## src/sv/transceiver_presence_fsm_macros.svh

```systemverilog
// Assertion macros shared by the transceiver presence manager modules.
`ifndef TRANSCEIVER_PRESENCE_FSM_MACROS_SVH
`define TRANSCEIVER_PRESENCE_FSM_MACROS_SVH

// Same-cycle implication, checked outside reset.
`define TPF_ASSERT_IMP(label, ante, cons, msg) \
    label: assert property (@(posedge i_clk) disable iff (!i_rst_n) (ante) |-> (cons)) \
        else $error(msg);

// Next-cycle implication, checked outside reset.
`define TPF_ASSERT_NXT(label, ante, cons, msg) \
    label: assert property (@(posedge i_clk) disable iff (!i_rst_n) (ante) |=> (cons)) \
        else $error(msg);

`endif

```

## src/sv/tpf_pkg.sv

```systemverilog
// Types, constants and decode function of the transceiver presence manager.
package tpf_pkg;

    localparam int NUM_PORTS  = 16;
    localparam int PORT_W     = 4;
    localparam int ATT_W      = 8;
    localparam int QDEPTH     = 4;
    localparam int QPTR_W     = 2;
    localparam int QCNT_W     = 3;

    typedef enum logic [2:0] {
        ST_REMOVED  = 3'd0,
        ST_INSERTED = 3'd1,
        ST_PENDING  = 3'd2,
        ST_READ     = 3'd3,
        ST_READ_ERR = 3'd4
    } t_port_state;

    typedef enum logic [1:0] {
        EV_REMOVED  = 2'd0,
        EV_INSERTED = 2'd1,
        EV_DONE     = 2'd2,
        EV_ERROR    = 2'd3
    } t_event_kind;

    typedef enum logic [1:0] {
        MT_UNKNOWN = 2'd0,
        MT_SFP     = 2'd1,
        MT_QSFP    = 2'd2,
        MT_QSFP28  = 2'd3
    } t_mod_type;

    localparam logic [7:0] ID_SFP     = 8'h03;
    localparam logic [7:0] ID_QSFP    = 8'h0c;
    localparam logic [7:0] ID_QSFP_P  = 8'h0d;
    localparam logic [7:0] ID_QSFP28  = 8'h11;

    typedef struct packed {
        logic [PORT_W-1:0] port;
        t_event_kind       kind;
        t_mod_type         mtype;
        logic              last;
    } t_event;

    typedef struct packed {
        logic [1:0] cnt;
        t_event     ev0;
        t_event     ev1;
    } t_push;

    function automatic t_mod_type decode_type(input logic [7:0] id);
        t_mod_type t;
        unique case (id)
            ID_SFP:             t = MT_SFP;
            ID_QSFP, ID_QSFP_P: t = MT_QSFP;
            ID_QSFP28:          t = MT_QSFP28;
            default:            t = MT_UNKNOWN;
        endcase
        return t;
    endfunction

endpackage

```

## src/sv/tpf_port_table.sv

```systemverilog
// Poll register, per-port state table and event generation.
module tpf_port_table
    import tpf_pkg::*;
(
    input  logic              i_clk,
    input  logic              i_rst_n,
    input  logic              i_valid,
    output logic              o_ready,
    input  logic [PORT_W-1:0] i_port,
    input  logic              i_present,
    input  logic              i_read_ok,
    input  logic [7:0]        i_id_byte,
    input  logic              i_cfg_wr_en,
    input  logic [ATT_W-1:0]  i_cfg_wr_data,
    input  logic              i_room,
    output t_push             o_push
);

`include "transceiver_presence_fsm_macros.svh"

    logic              r_in_valid;
    logic [PORT_W-1:0] r_port;
    logic              r_present;
    logic              r_read_ok;
    logic [7:0]        r_id_byte;
    logic [ATT_W-1:0]  r_max_att;

    t_port_state       r_state [NUM_PORTS];
    logic              r_db    [NUM_PORTS];
    logic [ATT_W-1:0]  r_att   [NUM_PORTS];

    logic              proc;
    logic              port_ok;
    t_port_state       cur_st;
    t_port_state       n_st;
    logic              cur_db;
    logic              n_db;
    logic [ATT_W-1:0]  cur_att;
    logic [ATT_W-1:0]  n_att;
    logic [ATT_W-1:0]  att_inc;
    logic [ATT_W-1:0]  lim;
    logic              mismatch;
    logic              change;
    logic              try_read;
    t_mod_type         ty;
    t_event            ev_chg;
    t_event            ev_rd;
    logic              rd_ev;

    assign port_ok = ({1'b0, r_port} < (PORT_W+1)'(NUM_PORTS));
    assign proc    = r_in_valid && i_room;
    assign o_ready = !r_in_valid || i_room;

    always_ff @(posedge i_clk) begin
        if (!i_rst_n) begin
            r_in_valid <= 1'b0;
            r_max_att  <= ATT_W'(10);
        end else begin
            if (o_ready) begin
                r_in_valid <= i_valid;
            end
            if (i_cfg_wr_en) begin
                r_max_att <= i_cfg_wr_data;
            end
        end
    end

    always_ff @(posedge i_clk) begin
        if (o_ready && i_valid) begin
            r_port    <= i_port;
            r_present <= i_present;
            r_read_ok <= i_read_ok;
            r_id_byte <= i_id_byte;
        end
    end

    always_comb begin
        cur_st   = r_state[r_port];
        cur_db   = r_db[r_port];
        cur_att  = r_att[r_port];
        ty       = decode_type(r_id_byte);
        mismatch = r_present ? (cur_st == ST_REMOVED) : (cur_st != ST_REMOVED);
        change   = cur_db && mismatch;
        n_db     = !cur_db && mismatch;
        n_st     = change ? (r_present ? ST_INSERTED : ST_REMOVED) : cur_st;
        n_att    = cur_att;
        att_inc  = (cur_att == '1) ? cur_att : cur_att + ATT_W'(1);
        lim      = (r_max_att == '0) ? ATT_W'(1) : r_max_att;
        rd_ev    = 1'b0;
        try_read = (n_st == ST_PENDING) || (change && (n_st == ST_INSERTED));

        ev_chg.port  = r_port;
        ev_chg.kind  = r_present ? EV_INSERTED : EV_REMOVED;
        ev_chg.mtype = MT_UNKNOWN;
        ev_chg.last  = 1'b1;
        ev_rd.port   = r_port;
        ev_rd.kind   = EV_ERROR;
        ev_rd.mtype  = MT_UNKNOWN;
        ev_rd.last   = 1'b1;

        if (try_read) begin
            n_st = ST_PENDING;
            if (r_read_ok && (ty != MT_UNKNOWN)) begin
                n_st        = ST_READ;
                rd_ev       = 1'b1;
                ev_rd.kind  = EV_DONE;
                ev_rd.mtype = ty;
            end else begin
                n_att = att_inc;
                if (att_inc >= lim) begin
                    n_st  = ST_READ_ERR;
                    rd_ev = 1'b1;
                end
            end
        end else if (change && (n_st == ST_REMOVED)) begin
            n_att = '0;
        end

        o_push.cnt = 2'd0;
        o_push.ev0 = ev_chg;
        o_push.ev1 = ev_rd;
        if (proc && port_ok) begin
            if (change && rd_ev) begin
                o_push.cnt      = 2'd2;
                o_push.ev0.last = 1'b0;
            end else if (change) begin
                o_push.cnt = 2'd1;
            end else if (rd_ev) begin
                o_push.cnt = 2'd1;
                o_push.ev0 = ev_rd;
            end
        end
    end

    always_ff @(posedge i_clk) begin
        if (!i_rst_n) begin
            for (int i = 0; i < NUM_PORTS; i++) begin
                r_state[i] <= ST_REMOVED;
                r_db[i]    <= 1'b0;
                r_att[i]   <= '0;
            end
        end else if (proc && port_ok) begin
            r_state[r_port] <= n_st;
            r_db[r_port]    <= n_db;
            r_att[r_port]   <= n_att;
        end
    end

    `TPF_ASSERT_IMP(a_pair_starts_insert, o_push.cnt == 2'd2,
        o_push.ev0.kind == EV_INSERTED && !o_push.ev0.last && o_push.ev1.last,
        "two events from one request must start with insert")
    `TPF_ASSERT_IMP(a_done_has_type, o_push.cnt != 2'd0 && o_push.ev0.kind == EV_DONE,
        o_push.ev0.mtype != MT_UNKNOWN, "read done without module type")
    `TPF_ASSERT_IMP(a_push_needs_room, o_push.cnt != 2'd0, i_room,
        "events pushed without queue room")

endmodule

```

## src/sv/tpf_out_queue.sv

```systemverilog
// Event queue between the port table and the output stream.
module tpf_out_queue
    import tpf_pkg::*;
(
    input  logic   i_clk,
    input  logic   i_rst_n,
    input  t_push  i_push,
    output logic   o_room,
    output logic   o_valid,
    input  logic   i_ready,
    output t_event o_ev
);

`include "transceiver_presence_fsm_macros.svh"

    t_event            r_mem [QDEPTH];
    logic [QPTR_W-1:0] r_wptr;
    logic [QPTR_W-1:0] r_rptr;
    logic [QCNT_W-1:0] r_cnt;
    logic [QCNT_W-1:0] n_cnt;
    logic              pop;

    assign o_valid = (r_cnt != '0);
    assign o_room  = (r_cnt <= QCNT_W'(QDEPTH - 2));
    assign o_ev    = r_mem[r_rptr];
    assign pop     = o_valid && i_ready;
    assign n_cnt   = r_cnt + QCNT_W'(i_push.cnt) - QCNT_W'(pop);

    always_ff @(posedge i_clk) begin
        if (!i_rst_n) begin
            r_wptr <= '0;
            r_rptr <= '0;
            r_cnt  <= '0;
        end else begin
            r_wptr <= r_wptr + QPTR_W'(i_push.cnt);
            r_rptr <= r_rptr + QPTR_W'(pop);
            r_cnt  <= n_cnt;
        end
    end

    always_ff @(posedge i_clk) begin
        if (i_push.cnt != 2'd0) begin
            r_mem[r_wptr] <= i_push.ev0;
        end
        if (i_push.cnt == 2'd2) begin
            r_mem[r_wptr + QPTR_W'(1)] <= i_push.ev1;
        end
    end

    `TPF_ASSERT_IMP(a_cnt_bound, 1'b1, r_cnt <= QCNT_W'(QDEPTH), "queue overfilled")
    `TPF_ASSERT_NXT(a_pop_only, pop && i_push.cnt == 2'd0,
        r_cnt == $past(r_cnt) - QCNT_W'(1), "queue count lost on pop")
    `TPF_ASSERT_IMP(a_ptr_gap, 1'b1,
        r_cnt == QCNT_W'(QDEPTH) || QPTR_W'(r_wptr - r_rptr) == r_cnt[QPTR_W-1:0],
        "queue pointers disagree with count")

endmodule

```

## src/sv/transceiver_presence_fsm.sv

```systemverilog
// Transceiver presence manager: top level with stream ports and register.
//
// Slave stream: one request per port poll (index, presence pin, ID read
// outcome, first ID byte). Master stream: presence and ID events, one or two
// per poll; tlast marks the final event of a poll, and a poll that changes
// nothing gives no event.
// Register: max_read_attempts, written with i_cfg_wr_en, reset value 10.
// The first event of a poll passes the poll register, then the event queue,
// before it is presented; the poll register holds while the queue lacks
// room. A second event follows when the receiver is ready.
// Throughput: one request per cycle while each poll yields at most one
// event and the receiver keeps up; the 4-entry event queue and its single
// read port set the drain rate to one event per cycle.
// Reset (i_rst_n low, synchronous): every port removed, no debounce pending,
// attempt counts zero, queue empty, register back to 10.
// Receiver stall: events hold in the queue; once fewer than two slots are
// free the held poll waits and s_tready drops.
module transceiver_presence_fsm
    import tpf_pkg::*;
(
    input  logic        i_clk,
    input  logic        i_rst_n,
    input  logic        s_tvalid,
    output logic        s_tready,
    input  logic [15:0] s_tdata,   // port_index[3:0], present[4], read_ok[5], id_byte[13:6]
    output logic        m_tvalid,
    input  logic        m_tready,
    output logic [7:0]  m_tdata,   // event_port[3:0], event_state[5:4], module_type[7:6]
    output logic        m_tlast,
    input  logic        i_cfg_wr_en,
    input  logic [7:0]  i_cfg_wr_data
);

    t_push  push;
    t_event head;
    logic   room;

    tpf_port_table u_table (
        .i_clk         (i_clk),
        .i_rst_n       (i_rst_n),
        .i_valid       (s_tvalid),
        .o_ready       (s_tready),
        .i_port        (s_tdata[3:0]),
        .i_present     (s_tdata[4]),
        .i_read_ok     (s_tdata[5]),
        .i_id_byte     (s_tdata[13:6]),
        .i_cfg_wr_en   (i_cfg_wr_en),
        .i_cfg_wr_data (i_cfg_wr_data),
        .i_room        (room),
        .o_push        (push)
    );

    tpf_out_queue u_queue (
        .i_clk   (i_clk),
        .i_rst_n (i_rst_n),
        .i_push  (push),
        .o_room  (room),
        .o_valid (m_tvalid),
        .i_ready (m_tready),
        .o_ev    (head)
    );

    assign m_tdata = {head.mtype, head.kind, head.port};
    assign m_tlast = head.last;

endmodule
```

## config.mk

```make
export PLATFORM = sky130hd
export DESIGN_NAME = transceiver_presence_fsm
export DESIGN_NICKNAME = d
export VERILOG_FILES = /design/src/sv/tpf_pkg.sv /design/src/sv/tpf_port_table.sv /design/src/sv/tpf_out_queue.sv /design/src/sv/transceiver_presence_fsm.sv
export VERILOG_INCLUDE_DIRS = /design/src /design/src/sv
export SDC_FILE = /design/constraint.sdc
export NUM_CORES = 1
export LEC_CHECK = 0
export BUFFER_PORTS_ARGS = -buffer_cell sky130_fd_sc_hd__buf_2
export CELL_PAD_IN_SITES_DETAIL_PLACEMENT = 1
export CELL_PAD_IN_SITES_GLOBAL_PLACEMENT = 2
export CORE_MARGIN = 2
export CORE_UTILIZATION = 50
export CTS_BUF_LIST = sky130_fd_sc_hd__clkbuf_2
export DETAILED_ROUTE_END_ITERATION = 6
export PLACE_DENSITY = 0.87
export SLEW_MARGIN = 15
export SYNTH_ARGS = -nofsm -noshare
export SYNTH_HDL_FRONTEND = slang
export SYNTH_HIERARCHICAL = 1
export SYNTH_SLANG_ARGS = --single-unit
```

## constraint.sdc

```tcl
create_clock -name i_clk -period 14.75 [get_ports i_clk]
set_clock_uncertainty 0.05 [all_clocks]
set_input_delay 0.7375 -clock i_clk [delete_from_list [all_inputs] [get_ports i_clk]]
set_output_delay 0.7375 -clock i_clk [all_outputs]
set_load 0.02 [all_outputs]
```

# After elaboration in Yosys (flattened, before gate mapping)
# Memory sizes are Yosys's and may differ from the RTL's. A register that Yosys moved wholly into a read port is not among the register bits.
# Index checks and enable logic that the tools add are counted.
[totals]
in_bits = 29
ramBits = 228
mem_count = 4
register_bits = 30
[op_classes]
addsub = 6
n_eq_ne = 8
n_reduce_logical = 24
magnitude_cmp = 2
mux = 46
[memory_table]
columns = ["memory", "words", "word_bits", "rd", "rd_ports_with_merged_regs", "write_ports", "line", "source"]
rows = [
  ["u_table.r_att", 16, 8, 1, 1, 16, "tpf_port_table.sv:30", "logic [ATT_W-1:0] r_att [NUM_PORTS];"],
  ["u_table.r_state", 16, 3, 1, 1, 16, "tpf_port_table.sv:28", "t_port_state r_state [NUM_PORTS];"],
  ["u_queue.r_mem", 4, 9, 1, 1, 2, "tpf_out_queue.sv:16", "t_event r_mem [QDEPTH];"],
  ["u_table.r_db", 16, 1, 1, 1, 16, "tpf_port_table.sv:29", "logic r_db [NUM_PORTS];"],
]
[op_table]
columns = ["cell", "n"]
rows = [
  ["two-way mux 8 bit", 7],
  ["two-way mux 4 bit", 7],
  ["two-way mux 1 bit", 19],
  ["two-way mux 3 bit", 6],
  ["equality test 8 x 4 -> 1 bit (second input constant)", 2],
  ["two-way mux 11 bit", 1],
  ["two-way mux 10 bit", 1],
  ["logical AND 1 bit", 9],
  ["two-way mux 9 bit", 1],
  ["adder 8 x 1 -> 8 bit (second input constant)", 1],
  ["equality test 8 x 2 -> 1 bit (second input constant)", 1],
  ["equality test 8 x 5 -> 1 bit (second input constant)", 1],
  ["equality test 8 bit (second input constant)", 1],
  [">= comparator 8 bit", 1],
  ["logical NOT 8 bit", 1],
  ["OR reduction 8 bit", 1],
  ["logical NOT 3 bit", 2],
  ["two-way mux 2 bit", 3],
  ["case mux 2 bit (3 select lines)", 1],
  ["nonzero test 3 bit", 2],
  ["nonzero test 2 bit", 2],
  ["adder 3 x 2 -> 3 bit", 1],
  ["equality test 3 x 1 -> 1 bit (second input constant)", 1],
  ["equality test 3 x 2 -> 1 bit (second input constant)", 1],
  ["11 further kinds", 13],
]

# Longest topological paths before layout
[logic_depth]
word_depth = 15
depth_mapped = 30
depth_no_buf = 24

# Modules after synthesis
# The synthesis kept the hierarchy.
[by_module_without_submodules]
columns = ["module", "area_per_inst_um2", "cells_each", "n_inst", "seq_area_each_um2"]
rows = [
  ["tpf_port_table", 10247.3, 789, 1, 6286.0],
  ["tpf_out_queue", 2235.9, 133, 1, 1221.2],
]

# Worst setup path before layout
# OpenSTA, ideal clock, no wires.
[synth_timing]
path_kind = "register -> register"
startpoint = "reg (tool-made name)"
endpoint = "mem u_queue/r_mem[0][0] (netlist name) (enable)"
synth_period_minus_slack_ns = 6.676
required_time_ns = 14.310
path_stages_with_launch = 26
slack_ns = 8.074
n_path_buf = 6
t_arrival_ns = 6.236
path_cell_list = "dfxtp_1 > buf_6 > buf_8 > buf_12 > buf_12 > mux4_2 > a22oi_1 > nand2_1 > ha_1 > and2_1 > clkbuf_1 > nand4_1 > mux2_2 > ha_1 > a21o_1 > a21o_1 > a21o_1 > a21o_1 > a2111oi_0 > o21a_1 > nor2_1 > ha_1 > nor2_1 > buf_2 > nor2_1 > o31ai_1"
[synth_rtl]
columns = ["element", "line"]
rows = [
  ["to (decl)", "tpf_out_queue.sv:16"],
]

==> impl_metrics.json <==
{
  "rsz0062_at_grt": "false",
  "dp_slack_ns": 6.914,
  "routed.top_layer": "met4",
  "syn_area_um2": 12480,
  "cellLeakagePower_nw": 4.980,
  "hp-class": "primary input to register",
  "wl_per_cell_um": 23.68,
  "intPower_w": 0.001178,
  "pwr-share-clk_pct": 29.3,
  "drtAntennaViolNets": 0,
  "cp.required_ns": 15.17,
  "syn_area_per_cell_um2": 13.54,
  "power_density_nw_per_um2": 130.0,
  "gp_congestion": 0.7881,
  "hold_ws_ns": 0.06188,
  "drc": 0,
  "crit_fanout": 41,
  "wl_met1_um": 13740,
  "vias_per_cell": 5.883,
  "timing.fmax_ghz": 0.1299,
  "cts-root-buf": "clkbuf_2",
  "antenna_found_initial": 1,
  "cts_sinks": 262,
  "drv_slew": 0,
  "final.min_clock_period_ns": 7.700,
  "grt_pass1_vias": 8479,
  "path_clk_slew_ns": 0.09,
  "pin_count": 40,
  "worstSetupEndpointType": "register",
  "post-route-period-util_pct": 52.20,
  "setup_ws_ns": 7.050,
  "num-nets-final": 1031,
  "die_w_um": 162.0,
  "hpwl_um": 20890,
  "ir_drop_mv": 0.06515,
  "track_usage_pct": 25.54,
  "status": "finished, final reports clean",
  "maxCapViolations": 0,
  "ff_latch_area_um2": 7512,
  "wirelength_um": 32250,
  "crit_type": "register to register",
  "slew_headroom_pct": 19.31,
  "insertion_delay_ns": 0.85,
  "synth_cell_type_count": 77,
  "tightest_slew_ns": 1.210,
  "vias": 8012,
  "ys_ff_latch": 262,
  "final_common_cell": "edfxtp_1",
  "arrival_ns": 8.12,
  "wl_met2_um": 15790,
  "fin_area_um2": 13500,
  "ys_warn_count": 6,
  "final.setup.tns_ns": 0,
  "cts_max_path_buffers": 3,
  "synth_edf_count": 226,
  "met3WireLength_um": 1754,
  "async_flop_share_pct": 0,
  "first_pass_iters": 5,
  "multi_input_area_um2": 4523,
  "dieArea_um2": 26250,
  "grt_max_degree": 52,
  "p_switching_w": 0.0005770,
  "start_util_pct": 51.18,
  "drt_iter0_markers": 586,
  "io_buffers": 37,
  "area_delta_synth_final_pct": 8.179,
  "tritoncts": "yes",
  "drive_gt1_share_pct": 27.29,
  "htreeDepth": 3,
  "r2r_setup_slack_ns": 7.05,
  "hold_viol": 0,
  "cts-buffers-inserted": 70,
  "num-fill-cells": 2507,
  "layout_common_cells": "edfxtp_1, nor2_1, clkbuf_2, nand2_1, mux4_2",
  "yosysSeqAreaShare_pct": 60.14,
  "grt_first_pass_wirelength_um": 50150,
  "seq_power_share_pct": 49.4,
  "num_rows": 57,
  "core_um2": 24390,
  "place_area_um2": 12810,
  "die_h_um": 162.0,
  "synth_top_flop_cell": "edfxtp_1",
  "grt_overflow": 0,
  "start_kind": "register",
  "syn_inst": 922,
  "switching_share_pct": 32.87,
  "finalPower_w": 0.001755,
  "combPwrFrac_pct": 21.3,
  "setup_violations": 0
}
-- state kept, by name, summed over array words and instances (netlist names), named ones only --
name,count
u_queue/r_mem,36
u_table/r_read_ok,1
u_table/r_db,16
u_queue/r_cnt,3
u_table/r_present,1
u_table/r_state,48
u_table/r_port,4
u_table/r_in_valid,1
u_table/r_att,128
u_table/r_max_att,8
u_queue/r_wptr,2
u_table/r_id_byte,8
u_queue/r_rptr,2
-- power groups by stage --
stage	Sequential, W	Combinational, W	Clock (W)
2_1_floorplan	0.000864	0.000282	0
3_3_place_gp	0.000881	0.000365	0
3_5_place_dp	0.000885	0.000372	0
4_1_cts	0.000868	0.000374	0.000531
5_1_grt	0.000872	0.000402	0.000565
6_report	0.000867	0.000374	0.000514
-- final timing paths --
path                    startpoint             endpoint  cells past startpoint
setup / recovery          register  u_queue/r_mem[3][2]                     21
hold / removal          s_tdata[1]    u_table/r_port[1]                      1
setup reg to reg          register  u_queue/r_mem[3][2]                     21
hold reg to reg   u_table/r_db[13]     u_table/r_db[13]                      2
-- area by class of cell --
type,instances,share of cell area (%)
Timing Repair Buffer,57,2.576
Multi-Input combinational cell,576,33.49
Sequential cell,262,55.63
Antenna cell,1,0.01853
Clock buffer,106,3.928
Inverter,20,0.5559
Tap cell,324,3.002
Clock inverter,16,0.7968
-- through the flow --
step	util, %	cells
6_report	55.37	1362
3_3_place_gp	52.53	1234
3_5_place_dp	52.53	1234
2_1_floorplan	-	923
5_1_grt	55.37	1362
4_1_cts	55.36	1361
-- layer usage --
metal	up-vias	track usage (%)
met5	-	0
met4	0	9.775
met3	81	4.801
met2	274	41.86
met1	4057	34.13
li1	3600	-
-- cells by family (layout without fill, tap and decap cells) --
group,count (synthesis),after routing,share of synthesized area [%]
buf+inv,85,199,3.869
flops,262,262,60.14
fa+ha+maj,15,15,1.564
xor+xnor,5,5,0.5713
compound gates,91,91,5.543
mux,129,129,16.18
simple gates,334,334,12.11
other cells,1,3,0.03004
-- worst max-delay path, stage by stage, from the launching register on --
cell and delay, ns:
dfxtp_4 0.52, buf_4 0.67, mux4_2 0.64, a22oi_1 0.19, nand2_1 0.29, ha_1 0.35
and2_1 0.23, nand4_1 0.26, mux2_2 0.38, ha_1 0.27, a21o_1 0.15, a21o_1 0.17
a21o_1 0.17, a21o_1 0.17, a2111oi_0 0.46, buf_4 0.23, o21a_1 0.12, nor2_1 0.05
ha_1 0.30, nor2_1 0.65, mux2i_1 0.20, nor2b_1 0.77
-- synth_stat cells (3+ instances only) --
master    count  area, µm²
buf_2        12      60.06
o211ai_1      3      22.52
nand2_1      53      198.9
dfxtp_1      36      720.7
buf_4        13      97.59
a21o_1        8      60.06
nor2_1      173      649.4
ha_1         14      175.2
buf_6         6      67.56
mux4_2       50       1126
nor2b_1      12      75.07
nor3_1       20      100.1
o31ai_1       4      30.03
mux2_2       33      371.6
nand2b_1     10      62.56
inv_1        19      71.32
mux2_4        9      135.1
a221oi_1      8      70.07
edfxtp_1    226       6787
mux2i_1      35      350.3
a21oi_1      14      70.07
a22oi_1       4      30.03
nand4_1       3      18.77
clkbuf_1     29      108.9
or2_2         3      18.77
and3_1        5      31.28
nand3_1      27      135.1
xnor2_1       3      26.28
and2_1       10      62.56
o21ai_0      20      100.1
-- what timing repair did --
action | in CTS | in global routing
setup buffers | 0 | 0
hold buffers | 5 | 0
endpoints found under the hold margin | 5 | 0
setup endpoints to repair | 0 | 0
gates resized for setup | 0 | 0
(Power assumes the default switching activity.)
